===== config.mk =====
export PLATFORM = sky130hd
export DESIGN_NAME = jasl_lane
export DESIGN_NICKNAME = d
export VERILOG_FILES = /design/src/jasl_pkg.sv /design/src/jasl_lane.sv
export SDC_FILE = /design/constraint.sdc
export NUM_CORES = 1
export LEC_CHECK = 0
export ABC_AREA = 1
export BUFFER_PORTS_ARGS = -buffer_cell sky130_fd_sc_hd__buf_2
export CORE_UTILIZATION = 55
export DETAILED_ROUTE_END_ITERATION = 16
export PLACE_DENSITY = 0.84
export SETUP_SLACK_MARGIN = 0.15
export SLEW_MARGIN = 20
export SYNTH_ARGS = -nofsm -noshare
export SYNTH_HDL_FRONTEND = slang
export SYNTH_SLANG_ARGS = --single-unit

===== constraint.sdc =====
create_clock -name clk -period 13.5 [get_ports clk]
set_input_delay 0.675 -clock clk [delete_from_list [all_inputs] [get_ports clk]]
set_output_delay 0.675 -clock clk [all_outputs]
set_load 0.03 [all_outputs]

===== src/jasl_pkg.sv =====
// ----------------------------------------------------------------------------
// jasl_pkg
// Shared widths, constants, joint limits and control types for the joint
// angle smoother and limiter.
// ----------------------------------------------------------------------------
`default_nettype none

package jasl_pkg;

	localparam int ANGLE_W = 15;    // Q12 radians, signed
	localparam int STATE_W = 16;    // EMA and previous-output state
	localparam int DT_W    = 16;    // time step, 2^-16 s
	localparam int ALPHA_W = 17;    // Q1.16 weight, 65536 = 1.0
	localparam int RATE_W  = 16;    // Q12 rad/s
	localparam int STEP_W  = 14;    // max_rate * dt >> 16 stays below 2^14
	localparam int DTC_W   = 14;    // clamped time step

	localparam int CFG_W      = 17;
	localparam int CFG_ADDR_W = 1;

	// register indexes on the configuration port
	localparam logic [CFG_ADDR_W-1:0] REG_ALPHA = 1'd0;
	localparam logic [CFG_ADDR_W-1:0] REG_RATE  = 1'd1;

	localparam logic [ALPHA_W-1:0] ALPHA_ONE   = 17'd65536;
	localparam logic [ALPHA_W-1:0] ALPHA_RESET = 17'd16384;
	localparam logic [RATE_W-1:0]  RATE_RESET  = 16'd7149;
	localparam logic [DT_W-1:0]    DT_MIN      = 16'd66;
	localparam logic [DT_W-1:0]    DT_MAX      = 16'd13107;

	// joint limits, pi scaled to Q12 and rounded
	localparam logic signed [ANGLE_W-1:0] LIM_PI     = 15'sd12868;
	localparam logic signed [ANGLE_W-1:0] LIM_PI_3   = 15'sd4289;
	localparam logic signed [ANGLE_W-1:0] LIM_PI_2   = 15'sd6434;
	localparam logic signed [ANGLE_W-1:0] LIM_5PI_6  = 15'sd10723;
	localparam logic signed [ANGLE_W-1:0] LIM_ZERO   = 15'sd0;

	typedef struct packed {
		logic load;     // stage-1 item moves into the output register
		logic primed;   // filter history is valid
	} jasl_ctl_t;

	// limit table repeats every eight lanes
	function automatic logic signed [ANGLE_W-1:0] lane_lo(input logic [2:0] sel);
		logic signed [ANGLE_W-1:0] v;
		unique case (sel)
			3'd0, 3'd1: v = -LIM_PI_3;
			3'd2, 3'd5: v = -LIM_PI;
			3'd3, 3'd6: v = -LIM_PI_2;
			default:    v = LIM_ZERO;
		endcase
		return v;
	endfunction

	function automatic logic signed [ANGLE_W-1:0] lane_hi(input logic [2:0] sel);
		logic signed [ANGLE_W-1:0] v;
		unique case (sel)
			3'd0, 3'd1: v = LIM_PI_3;
			3'd3, 3'd6: v = LIM_5PI_6;
			default:    v = LIM_PI;
		endcase
		return v;
	endfunction

endpackage

`default_nettype wire


===== src/jasl_lane.sv =====
// ----------------------------------------------------------------------------
// jasl_lane
// One joint: EMA update, slew limit against the last output and joint clamp.
// Holds the lane's filter state and its stage-2 output register.
// ----------------------------------------------------------------------------
`default_nettype none

module jasl_lane (
	input  wire logic                                   clk,
	input  wire logic                                   arst_n,
	input  wire jasl_pkg::jasl_ctl_t                    ctl,
	input  wire logic signed [jasl_pkg::ANGLE_W-1:0]    angle,
	input  wire logic        [jasl_pkg::ALPHA_W-1:0]    alpha,
	input  wire logic        [jasl_pkg::STEP_W-1:0]     slew_max,
	input  wire logic signed [jasl_pkg::ANGLE_W-1:0]    lim_lo,
	input  wire logic signed [jasl_pkg::ANGLE_W-1:0]    lim_hi,
	output logic signed      [jasl_pkg::ANGLE_W-1:0]    angle_s2
);

	logic signed [jasl_pkg::STATE_W-1:0] ema_q;
	logic signed [jasl_pkg::STATE_W-1:0] prev_q;

	logic signed [16:0] x17;
	logic signed [16:0] d;
	logic signed [34:0] prod;
	logic signed [17:0] ema_fil;
	logic signed [15:0] ema_next;
	logic signed [16:0] diff;
	logic signed [16:0] ms;
	logic signed [16:0] step;
	logic signed [17:0] slew;
	logic signed [16:0] pre;
	logic signed [16:0] lo17;
	logic signed [16:0] hi17;
	logic signed [jasl_pkg::ANGLE_W-1:0] res;

	assign x17  = {{2{angle[14]}}, angle};
	// ema + alpha*(x - ema) >> 16 equals the weighted sum floored
	assign d    = x17 - {ema_q[15], ema_q};
	assign prod = $signed({1'b0, alpha}) * d;

	always_comb begin
		ema_fil  = {{2{ema_q[15]}}, ema_q} + {prod[32], prod[32:16]};
		ema_next = ctl.primed ? ema_fil[15:0] : x17[15:0];
		diff     = {ema_next[15], ema_next} - {prev_q[15], prev_q};
		ms       = {3'b000, slew_max};
		if (diff > ms) begin
			step = ms;
		end else if (diff < -ms) begin
			step = -ms;
		end else begin
			step = diff;
		end
		slew = {{2{prev_q[15]}}, prev_q} + {step[16], step};
		pre  = ctl.primed ? slew[16:0] : x17;
		lo17 = {{2{lim_lo[14]}}, lim_lo};
		hi17 = {{2{lim_hi[14]}}, lim_hi};
		if (pre < lo17) begin
			res = lim_lo;
		end else if (pre > hi17) begin
			res = lim_hi;
		end else begin
			res = pre[14:0];
		end
	end

	always_ff @(posedge clk or negedge arst_n) begin
		if (!arst_n) begin
			ema_q  <= '0;
			prev_q <= '0;
		end else if (ctl.load) begin
			ema_q  <= ema_next;
			prev_q <= {res[14], res};
		end
	end

	always_ff @(posedge clk) begin
		if (ctl.load) begin
			angle_s2 <= res;
		end
	end

endmodule

`default_nettype wire


==> results of run 1 <==
synthesized netlist by cell type, drive strengths merged, types with 2 or more instances:
| library cell | n | share of area (%) |
|---|---|---|
| o31ai | 3 | 0.17 |
| xnor2 | 16 | 0.84 |
| clkbuf | 31 | 0.70 |
| xor2 | 52 | 2.9 |
| nand3 | 72 | 2.4 |
| or2 | 13 | 0.49 |
| nand3b | 6 | 0.27 |
| inv | 525 | 12 |
| nand2 | 464 | 11 |
| o21a | 8 | 0.36 |
| a21oi | 140 | 4.4 |
| a31oi | 8 | 0.30 |
| edfxtp | 15 | 2.7 |
| o211ai | 2 | 0.090 |
| a22oi | 4 | 0.18 |
| clkinv | 12 | 0.27 |
| dfrtp | 31 | 4.7 |
| a211oi | 5 | 0.23 |
| a21o | 5 | 0.23 |
| buf | 16 | 0.67 |
| nor2 | 241 | 5.5 |
| a21boi | 3 | 0.14 |
| nor4 | 5 | 0.19 |
| nor3 | 17 | 0.60 |
| fa | 227 | 27 |
| o21bai | 11 | 0.52 |
| ha | 232 | 17 |
| nand4 | 15 | 0.60 |
| o21ai | 102 | 3.2 |
metal layers:
layer,GRT usage [%],GRT overflow
met1,65.93,0
met2,83.89,3
met3,50.02,0
met4,64.82,1
met5,15.71,0
per-stage QoR:
| step | cells | hold slack, ps |
|---|---|---|
| 3_3_place_gp | 3086 | 520.1 |
| 3_5_place_dp | 3086 | 527.5 |
| 4_1_cts | 3198 | 480.4 |
| 2_1_floorplan | 2286 | 379.4 |
kinds of logic after synthesis:
| kind of cell | count (synthesis) | share of synthesized area [%] |
|---|---|---|
| fa+ha+maj | 459 | 44.71 |
| flops | 46 | 7.362 |
| simple gates | 833 | 20.62 |
| xor+xnor | 68 | 3.779 |
| buf+inv | 584 | 13.49 |
| compound gates | 296 | 10.04 |
timing repair:
action | 4_1_cts
resized for setup | 325
pin swaps | 104
hold buffers | 0
setup buffers | 100
endpoints found under the setup margin | 30
gates cloned | 4
==> qor.yml, run 1 <==
outcome: "aborted with a tool error"
lastStage: "5_1_grt"
toolErrorMsg: "[ERROR GRT-0232] Routing congestion too high. Check the congestion heatmap in the GUI."
die_x_um: 176.0
ios: 95
endpoint_type: "sequential cell input"
port_buffers: 94
cts_max_level: 2
ys_types: 57
start_util_pct: 56.04
ys_seq_area_share_pct: 7.362
crit_endpoint: "prev_q[9]$_DFFE_PN0P_/D"
synth_nets: 2825
hpwl_um: 45380
cts_made_buffers: 5
place_ws_ps: -1941
grt_start_max_net_pins: 56
yosysWarnings: 0
synthArstFlopShare_pct: 67.39
rows: 63
synthesis.area_um2: 16650
die_height_um: 176.0
postSynthCellCount: 2286
synth_edf_count: 15
overflow: 4
placed_area_um2: 20270
globalRouteTotalUtil_pct: 65.97
gp_congestion: 1.008
ys_ff_latch: 46
avgSynthCellArea_um2: 7.286
cts-root-buf: "clkbuf_16"
clock_sinks: 46
clockBufferDepth: 2
synthFlopType: "dfrtp_1"
==> run 2, diff against run 1 <==
CORE_UTILIZATION = 40   (was 55)
PLACE_DENSITY = default   (was 0.84)
PLACE_DENSITY_LB_ADDON = 0.15   (was default)
SETUP_SLACK_MARGIN = default   (was 0.15)
clock period = 17.6 ns   (was 13.5 ns; I/O delays follow)
==> run 2 against run 1 <==
The run now ends clean. Synthesized cell count unchanged. Area after synthesis stayed put.
==> qor.yml, run 2 <==
outcome: "finished clean"
finalWirelength_um: 52740
fin_crit_ps: 16210
cts_tree: "done"
die_height_um: 206.1  # +17%
postSynthCellCount: 2286  # unchanged
first_pass_iters: 5
start_util_pct: 40.70  # -15 points
yosys.area.top_type: "fa_1"
overflow: 0
synthAdderAreaFrac_pct: 44.71  # unchanged
final_cells: 2900
synth_nets: 2825  # unchanged
route.detailed.drc: 0
min_path_type: "register to register"
finalHoldViolations: 0
die_area_um2: 42460
avgSynthCellArea_um2: 7.286  # unchanged
synth_common_cells: "inv_1, nand2_1, nor2_1, ha_1, fa_1"
critical_path_class: "primary input to register"
r2r_start: "ema_q[0]"
synthToLayoutAreaGrowth_pct: 7.881
path_max_fanout: 13
mostFrequentLayoutCells: "inv_1, nand2_1, nor2_1, ha_1, fa_1"
ios: 95  # unchanged
max_cap_violations: 0
hpwl_um: 45920  # +1.2%
drtAntennaViolNets: 0
crit_start: "angle[0]"
synthArstFlopShare_pct: 67.39  # unchanged
post-place-cells: 2890  # -6.4%
rows: 74  # +17%
grt_start_max_net_pins: 55
fmax_mhz: 61.67
diodes: 0
synth_top_family_by_area: "adder cells"
drive_gt1_share_pct: 8.404
first_global_vias: 15080
cpPeakStageDelay_ps: 550
crit_slowest_cell: "fa_1"
slew_viol_final: 0
yosysMostFrequentCell: "inv_1"
top_register: "ema_q"
hold_depth: 2
finalCritPeriodShare_pct: 92.13
timing.rr.end: "prev_q[1]"
synth_compound_area_share_pct: 10.04  # unchanged
drtIter0Drc: 858
clockBufferDepth: 2  # unchanged
worst_slew_margin_rel_pct: 44.87
synth_edf_count: 15  # unchanged
nets: 2906
synthFlopType: "dfrtp_1"
cp.arrival_ps: 16450
antenna_found_initial: 0
tns_ps: 0
ys_seq_area_share_pct: 7.362  # unchanged
reg2reg_setup_slack_ps: 1700
gp_congestion: 0.9174  # -9.0%
clk_latency_ps: 320
top_regs: "ema_q (16), angle_s2 (15), prev_q (15)"
path_common_cell: "nand2_1"
layout_commonest_cell: "inv_1"
largest_register_ffs: 16
holdCritStartpoint: "ema_q[0]"
num_vias: 14880
setup_viol: 0
cts_max_level: 2  # unchanged
ys_ff_latch: 46  # unchanged
holdBufCountCts: 0  # unchanged
worst_pin_slew_ps: 827.0
crit_path_start_kind: "primary input"
finClkSkew_ps: 16.19
viasPerCell: 5.129
synthSimpleGateAreaFrac_pct: 20.62  # unchanged
grt_first_pass_wirelength_um: 82790
synthMuxAreaShare_pct: 0  # unchanged
grt_setup_unrepaired: "no"
clock_sinks: 46  # unchanged
post-synth-top-area-fraction_pct: 27.29  # unchanged
crit_path_end_kind: "register"
cts-root-buf: "clkbuf_16"
clk_pin_slew_worst_paths_ps: 80
rr_worst_depth: 91
synth.area.top_cells: "fa_1, ha_1, inv_1"
synthXorXnorAreaFrac_pct: 3.779  # unchanged
globalRouteTotalUtil_pct: 25.60
port_buffers: 94  # unchanged
synthesis.area_um2: 16650  # unchanged
die_x_um: 206.1  # +17%
worstPathRequired_ps: 17830
n_fill_cell: 4308
ys_types: 57  # unchanged
yosysWarnings: 0  # unchanged
coreArea_um2: 40920
worstHoldEndpoint: "ema_q[0]"
cts_made_buffers: 5  # unchanged
wire_per_inst_um: 18.19
## run 2: cell counts after synthesis
Identical to the previous run, type by type.
## run 2: timing repair
item                                    4_1_cts  5_1_grt
setup buffers                                 0        2
gates resized for setup                       0        9
endpoints found under the setup margin        0       30
## run 2: logic make-up (layout without fill, tap and decap cells)
logic type               Yosys count  count (layout)
flip-flops                        46              46
XOR/XNOR                          68              68
AND/OR/NAND/NOR                  833             833
AO/OA/AOI/OAI                    296             296
buffers and inverters            584             666
adder cells (fa/ha/maj)          459             459
## run 2: layer usage
layer	GRT usage (%)	up-vias	wire [um]
met5	0	-	0
met1	35.82	7201	24250
met4	4.858	0	811
li1	-	7189	-
met3	2.917	50	3008
met2	42.56	435	24670
## run 2: worst max path at each step
stage | endpoint | slack, ps | cells past startpoint
2_1_floorplan | angle_s2[5] | 3580 | 88
3_3_place_gp | angle_s2[10] | 590 | 87
3_5_place_dp | prev_q[1] | 570 | 95
4_1_cts | prev_q[1] | 790 | 95
5_1_grt | prev_q[1] | 40 | 96
6_report | prev_q[1] | 1390 | 93
## run 2: area by class of cell
class / instances / area, um^2 / area share (%)
multi-input cells: 1656 / 13210 / 73.53
inverters: 537 / 2022 / 11.25
flip-flops and latches: 46 / 1226 / 6.825
repair buffers: 121 / 673.1 / 3.747
well taps: 532 / 665.6 / 3.705
clock buffers: 5 / 125.1 / 0.6964
clock inverters: 3 / 43.79 / 0.2437
## run 2: stage by stage
stage | area [um^2] | utilization, % | worst slack (ps) | hold WS [ps]
after global routing | 17970 | 43.90 | 38.13 | 577.2
after detailed placement | 17750 | 43.37 | 569.3 | 520.2
after CTS | 17920 | 43.79 | 789.9 | 541.9
after global placement | 17750 | 43.37 | 588.1 | 511.7
after floorplan | 16650 | - | 3576 | 477.0
final | 17970 | 43.90 | 1385 | 535.6
## run 2: critical path: cells and delay by family
kind | cells | cell delay (ps)
buffers and inverters | 19 | 1720
adder cells (fa/ha/maj) | 15 | 5420
AND/OR/NAND/NOR | 35 | 3950
AO/OA/AOI/OAI | 20 | 3580
XOR/XNOR | 4 | 860
Power of run 2 is not shown: default switching activity piles up to over one toggle a cycle in this logic, so the estimate is an artifact.
